===== src/design/assert_macros.svh =====
// ----------------------------------------------------------------------------
// Assertion macros
// Shared forms for the concurrent checks at the end of the RTL modules.
// ----------------------------------------------------------------------------
`ifndef ASSERT_MACROS_SVH
`define ASSERT_MACROS_SVH

// The consequent must hold in the same cycle as the antecedent.
`define KTS_ASSERT_IMPL(label, clk, rst, ante, cons) \
   label: assert property (@(posedge clk) disable iff (rst) (ante) |-> (cons)) \
      else $error("keyframe sampler check failed");

// The consequent must hold in the cycle after the antecedent.
`define KTS_ASSERT_NEXT(label, clk, rst, ante, cons) \
   label: assert property (@(posedge clk) disable iff (rst) (ante) |=> (cons)) \
      else $error("keyframe sampler check failed");

`endif


===== src/design/kts_pkg.sv =====
// ----------------------------------------------------------------------------
// Keyframe track sampler package
// Sizes, codes, state type and word formats shared by the sampler modules.
// ----------------------------------------------------------------------------
`default_nettype none

package kts_pkg;

   localparam int MAX_KEYFRAMES = 64;
   localparam int FRAC_BITS     = 16;
   localparam int WORD_W        = 32;
   localparam int FRAME_W       = 16;
   localparam int COUNT_W       = 7;
   localparam int SLOT_W        = $clog2(MAX_KEYFRAMES);
   localparam int VAL_DEPTH     = 3 * MAX_KEYFRAMES;
   localparam int VAL_AW        = $clog2(VAL_DEPTH);
   localparam int DH_W          = FRAME_W + 1;
   localparam int PROD_W        = WORD_W + DH_W;
   localparam int SUM_W         = PROD_W + 1;

   localparam logic [COUNT_W-1:0] MAX_COUNT = COUNT_W'(MAX_KEYFRAMES);
   localparam logic [WORD_W-1:0]  WORD_MAX  = {1'b0, {(WORD_W-1){1'b1}}};
   localparam logic [WORD_W-1:0]  WORD_MIN  = {1'b1, {(WORD_W-1){1'b0}}};

   localparam logic OP_LOAD   = 1'b0;
   localparam logic OP_SAMPLE = 1'b1;

   localparam logic [1:0] AXIS_X = 2'd0;
   localparam logic [1:0] AXIS_Y = 2'd1;
   localparam logic [1:0] AXIS_Z = 2'd2;

   typedef enum logic [1:0] {
      ST_IDLE,
      ST_SEARCH,
      ST_FETCH,
      ST_DRAIN
   } state_type;

   typedef struct packed {
      logic                     opcode;
      logic [5:0]               slot;
      logic [1:0]               axis;
      logic [FRAME_W-1:0]       key_frame;
      logic signed [WORD_W-1:0] load_position;
      logic signed [WORD_W-1:0] load_position_delta;
      logic signed [WORD_W-1:0] load_orientation;
      logic signed [WORD_W-1:0] load_orientation_delta;
      logic [WORD_W-1:0]        query_time;
   } req_word_type;

   typedef struct packed {
      logic signed [WORD_W-1:0] pos_x;
      logic signed [WORD_W-1:0] pos_y;
      logic signed [WORD_W-1:0] pos_z;
      logic signed [WORD_W-1:0] ori_x;
      logic signed [WORD_W-1:0] ori_y;
      logic signed [WORD_W-1:0] ori_z;
      logic                     empty_track;
   } rsp_word_type;

   typedef struct packed {
      logic signed [WORD_W-1:0] position;
      logic signed [WORD_W-1:0] position_delta;
      logic signed [WORD_W-1:0] orientation;
      logic signed [WORD_W-1:0] orientation_delta;
   } val_entry_type;

endpackage

`default_nettype wire


===== src/design/kts_extrap.sv =====
// ----------------------------------------------------------------------------
// Keyframe extrapolation unit
// Registers value and delta times whole and fractional elapsed time, then
// adds, floor-scaling only the fractional product, and saturates.
// ----------------------------------------------------------------------------
`default_nettype none

module kts_extrap
   import kts_pkg::*;
(
   input  wire logic                     clock,
   input  wire logic signed [WORD_W-1:0] value,
   input  wire logic signed [WORD_W-1:0] delta,
   input  wire logic signed [DH_W-1:0]   dh,
   input  wire logic [FRAC_BITS-1:0]     dl,
   output logic signed [WORD_W-1:0]      result
);

   logic signed [PROD_W-1:0] prod_hi_ff, prod_hi_in;
   logic signed [PROD_W-1:0] prod_lo_ff, prod_lo_in;
   logic signed [WORD_W-1:0] value_ff;
   logic signed [SUM_W-1:0]  sum;
   logic                     overflow;

   assign prod_hi_in = PROD_W'(delta) * PROD_W'(dh);
   assign prod_lo_in = PROD_W'(delta) * PROD_W'($signed({1'b0, dl}));

   always_ff @(posedge clock) begin
      prod_hi_ff <= prod_hi_in;
      prod_lo_ff <= prod_lo_in;
      value_ff   <= value;
   end

   // The whole-frame product is already in result units; only the
   // fractional product needs the floor shift.
   assign sum = SUM_W'(value_ff) + SUM_W'(prod_hi_ff) + SUM_W'(prod_lo_ff >>> FRAC_BITS);
   assign overflow = (sum[SUM_W-1:WORD_W-1] != '0) && (sum[SUM_W-1:WORD_W-1] != '1);

   always_comb begin
      if (overflow) begin
         result = sum[SUM_W-1] ? $signed(WORD_MIN) : $signed(WORD_MAX);
      end else begin
         result = sum[WORD_W-1:0];
      end
   end

endmodule

`default_nettype wire


===== config.mk =====
export PLATFORM = sky130hd
export DESIGN_NAME = kts_extrap
export DESIGN_NICKNAME = d
export VERILOG_FILES = /design/src/design/assert_macros.svh /design/src/design/kts_pkg.sv /design/src/design/kts_extrap.sv
export SDC_FILE = /design/constraint.sdc
export NUM_CORES = 2
export LEC_CHECK = 0
export BUFFER_PORTS_ARGS = -buffer_cell sky130_fd_sc_hd__buf_4
export CORE_ASPECT_RATIO = 0.9
export CORE_MARGIN = 5
export CORE_UTILIZATION = 40
export DETAILED_ROUTE_END_ITERATION = 10
export SETUP_SLACK_MARGIN = 0.2
export SLEW_MARGIN = 25
export SYNTH_ARGS = -nofsm -noshare
export SYNTH_HDL_FRONTEND = slang
export SYNTH_SLANG_ARGS = --single-unit

===== constraint.sdc =====
create_clock -name clock -period 8.7 [get_ports clock]
set_input_delay 1.305 -clock clock [delete_from_list [all_inputs] [get_ports clock]]
set_output_delay 1.305 -clock clock [all_outputs]
set_load 0.02 [all_outputs]

After elaboration in Yosys (flattened, before gate mapping)

Index checks and enable logic that the tools add are counted.

Output and inout bits: 32
Memories kept: 0
Memory bits (read-only): 0
Memory bits (writable): 0
Bits in latches: 0
Flip-flop bits (word level): 130
Bits of input ports: 98
Word-level logic and storage cells: 12

Equal/unequal tests: 1
Multipliers: 2
Bitwise operators: 0
Shift operators: 0
Mux-type cells: 2
Reductions and logical operators: 2
Order comparisons: 0
Div/mod/pow operators: 0
$add $sub $neg: 2

Operator list:

| kind                                           | count |
|---|---|
| multiplier 32 x 17 -> 49 bit                   | 2 |
| 2-to-1 mux 32 bit                              | 2 |
| adder 32 x 49 -> 50 bit                        | 1 |
| adder 50 x 33 -> 50 bit                        | 1 |
| inequality test 19 bit (second input constant) | 1 |
| nonzero test 19 bit                            | 1 |
| logical AND 1 bit                              | 1 |

Longest topological paths before layout

Depth in word-level cells: 5
Mapped depth: 25
Mapped depth without buffers: 24

Least setup slack after synthesis

Ideal clock, no wire load.

Path type: in2reg
Start: in dh[8]
End: reg prod_hi_ff[48]
Stages on the path: 23
Required time: 8.568 ns
Path buffers: 1
Slack: 1.299 ns
Library setup time: 0.132 ns
Arrival time: 7.269 ns
Cells stage by stage: clkbuf_1 > nand2_1 > fa_1 > inv_1 > fa_1 > inv_1 > fa_1 > inv_1 > fa_1 > fa_1 > inv_1 > fa_1 > inv_1 > ha_1 > and3_1 > and3_1 > nor3_1 > o22a_1 > o21ai_0 > a31oi_1 > o2111ai_1 > nand3_1 > or3b_2

Longest elaborated chain between the ends: 1

Ends and longest elaborated chain:

| item                         | line             | text |
|---|---|---|
| start: declaration           | kts_extrap.sv:14 | `input wire logic signed [DH_W-1:0] dh,` |
| multiplier 32 x 17 -> 49 bit | kts_extrap.sv:25 | `assign prod_hi_in = PROD_W'(delta) * PROD_W'(dh);` |
| named net prod_hi_in[48]     | kts_extrap.sv:19 | `logic signed [PROD_W-1:0] prod_hi_ff, prod_hi_in;` |
| end signal: assignment       | kts_extrap.sv:29 | `prod_hi_ff <= prod_hi_in;` |
| end: declaration             | kts_extrap.sv:19 |  |

The timed path passes the listed nets, and every way through them passes these cells.

Worst setup path in the final report

Start: in delta[18]
End: reg prod_lo_ff[45]

Longest elaborated chain between the ends: 1

Ends and longest elaborated chain:

| item                         | line             | text |
|---|---|---|
| start: declaration           | kts_extrap.sv:13 | `input wire logic signed [WORD_W-1:0] delta,` |
| multiplier 32 x 17 -> 49 bit | kts_extrap.sv:26 | `assign prod_lo_in = PROD_W'(delta) * PROD_W'($signed({1'b0, dl}));` |
| named net prod_lo_in[45]     | kts_extrap.sv:20 | `logic signed [PROD_W-1:0] prod_lo_ff, prod_lo_in;` |
| end signal: assignment       | kts_extrap.sv:30 | `prod_lo_ff <= prod_lo_in;` |
| end: declaration             | kts_extrap.sv:20 |  |

The timed path passes the listed nets, and every way through them passes these cells.

==> results.py <==
metrics = {
    "drt": {
        "vias": 30800,
        "viasPerCell": 5.07,
        "drt_iter0_markers": 1697,
        "avgRoutedWirePerCell_um": 18.3,
        "drtAntennaViolNets": 0,
        "drt-total-wl_um": 111000,
        "drc": 0,
        "drtPass1Iterations": 5,
    },
    "final_layout": {
        "multi_input_comb_area_sq_um": 35400,
        "area_growth_syn_to_layout_pct": 5.85,
        "drive_above_1_share_pct": 5.00,
        "fin_area_sq_um": 45400,
        "final_core_util_pct": 42.8,
        "nNetsFinal": 6117,
        "mostFrequentLayoutCells": "inv_1 (1137), fa_1 (1058), nand2_1 (673)",
        "fill_cells": 10500,
        "ff_latch_area_sq_um": 2280,
        "final_common_cell": "inv_1",
    },
    "critical_path": {
        "crit_path_frequent_cell": "fa_1",
        "crit_fanout": 33,
        "cp-start-kind": "input pin",
        "endpoint_kind": "flop",
        "slowest_delay_ps": 540,
        "worstPathRequired_ps": 9030,
        "arrival_ps": 8050,
        "critPathSlowestCell": "a32oi_1",
        "crit_type": "in -> reg",
        "crit_path_cell_trace": "buf_4, nand2_1, fa_1, fa_1, fa_1, inv_1, fa_1, fa_1, inv_1, fa_1, inv_1, ha_1, a21o_1, a211o_1, nor2b_1, a21oi_1, a32oi_1, a21oi_1, buf_4, a31oi_1, nor4_1, or4_1, o311ai_0",
    },
    "clocking": {
        "path_clk_slew_ps": 60,
        "cts_buffers": 17,
        "cts_num_sinks": 114,
        "cts_resized": 0,
        "cts_tree": "yes",
        "clock_path_buffers": 2,
        "cts_setup_buffers": 0,
        "ctsHoldBuffers": 0,
        "cts-root-buf": "clkbuf_16",
        "cts-htree-levels": 4,
    },
    "yosys": {
        "synth_enable_flop_cells": 0,
        "synth_area_leaders": "fa_1 (49%), inv_1 (10%), ha_1 (8.1%)",
        "ys_warn_count": 0,
        "ys_types": 76,
        "synth_seq_cells": 114,
        "synth_seq_area_share_pct": 5.33,
        "synth_cells": 4745,
        "synthFlopType": "dfxtp_1",
        "synth_largest_area_cell": "fa_1",
        "synth_area_sq_um": 42900,
        "syn_area_per_cell_sq_um": 9.03,
        "syn_nets": 6179,
        "synth.top_cell.area_share_pct": 49.4,
        "synthArstFlopShare_pct": 0,
    },
    "grt": {
        "track_usage_pct": 20.6,
        "grt_pass1_vias": 34600,
        "antenna_found_initial": 3,
        "grt_pass1_wl_um": 186000,
        "grt_max_degree": 34,
        "grt_remaining_overflow": 0,
    },
    "sta": {
        "final.min_clock_period_ps": 7720,
        "setup-violations-final": 0,
        "slew_headroom_pct": 36.6,
        "hold_viol_final": 0,
        "max_freq_mhz": 130,
        "finalWorstSetupSlack_ps": 978,
        "timing.final.crit_share_pct": 88.8,
        "worst_slew_pin_slew_ps": 950,
        "drv_slew": 0,
        "tns_ps": 0,
        "rsz0062_at_grt": "false",
    },
    "hold_path": {
        "min_to": "value_ff[17]",
        "hold_class": "in -> reg",
        "hold_depth": 1,
        "hold_path_startpoint": "value[17]",
    },
    "floorplan": {
        "ios": 130,
        "die_x_um": 355,
        "dieHeight_um": 321,
        "start_util_pct": 40.5,
        "coreArea_sq_um": 106000,
        "die-area_sq_um": 114000,
        "num_rows": 113,
    },
    "placement": {
        "pre_cts_slack_ps": 568,
        "dpl_cell_area_sq_um": 44800,
        "port_buffers": 129,
        "hpwl_um": 88000,
        "routabilityCongestion": 0.877,
    },
    "flow_run": {
        "drv_cap": 0,
    },
    "outcome": {
        "status": "completed",
    },
}
-- layer usage --
layer / global-route usage [%] / up-vias / part of all wire [%] / wire [um]
met5: 0 / - / 0.011 / 12
met4: 5.85 / 2 / 2.8 / 3120
met3: 1.97 / 133 / 4.2 / 4660
met2: 36.9 / 746 / 51 / 56500
met1: 26.8 / 16100 / 42 / 46900
li1: - / 13900 / - / -
-- kinds of logic (layout without fill, tap and decap cells) --
kind of cell | after synthesis | in the layout | synth area share [%]
other cells | 0 | 3 | 0
xor+xnor | 125 | 125 | 2.55
buf+inv | 1370 | 1321 | 12.1
mux | 1 | 1 | 0.0234
fa+ha+maj | 1336 | 1336 | 57.5
flops | 114 | 114 | 5.33
compound gates | 446 | 446 | 7.18
simple gates | 1353 | 1353 | 15.3
-- Yosys cell counts, types with 69 or more instances --
cell,number
a21o_1,72
a21oi_1,127
and2_1,428
clkbuf_1,214
dfxtp_1,114
fa_1,1058
ha_1,278
inv_1,1137
nand2_1,673
nor2_1,99
o21ai_0,69
xnor2_1,85
-- worst max-delay path by stage --
stage	startpoint	end	cells after the start
2_1_floorplan	dh[8]	prod_hi_ff[48]	23
3_3_place_gp	dl[8]	prod_lo_ff[45]	23
4_1_cts	delta[7]	prod_lo_ff[45]	25
3_5_place_dp	delta[7]	prod_lo_ff[45]	25
6_report	delta[18]	prod_lo_ff[45]	23
5_1_grt	delta[7]	prod_lo_ff[45]	25
-- registers in the layout (all words and copies together) (netlist names) --
register	cells
value_ff	32
prod_hi_ff	49
prod_lo_ff	33
-- area by class of cell --
cell class,instances,area share [%]
Tap cell,1380,3.81
Multi-Input combinational cell,3261,78.0
Sequential cell,114,5.03
Clock buffer,20,0.985
Antenna cell,3,0.0165
Inverter,1138,9.42
Timing Repair Buffer,151,2.50
Clock inverter,12,0.243
-- through the flow --
stage / hold slack, ps / std cells
floorplan: 1330 / 4745
global placement: 1410 / 6044
detailed placement: 1410 / 6044
CTS: 923 / 6076
global route: 925 / 6077
finish: 941 / 6079
-- worst max-delay path, delay by kind of cell --
family,cells,cell delay [ps]
buf+inv,5,730
simple gates,4,920
compound gates,7,1690
fa+ha+maj,7,3330
Power is not shown: default switching activity piles up to over one toggle a cycle in this logic, so the estimate is an artifact.
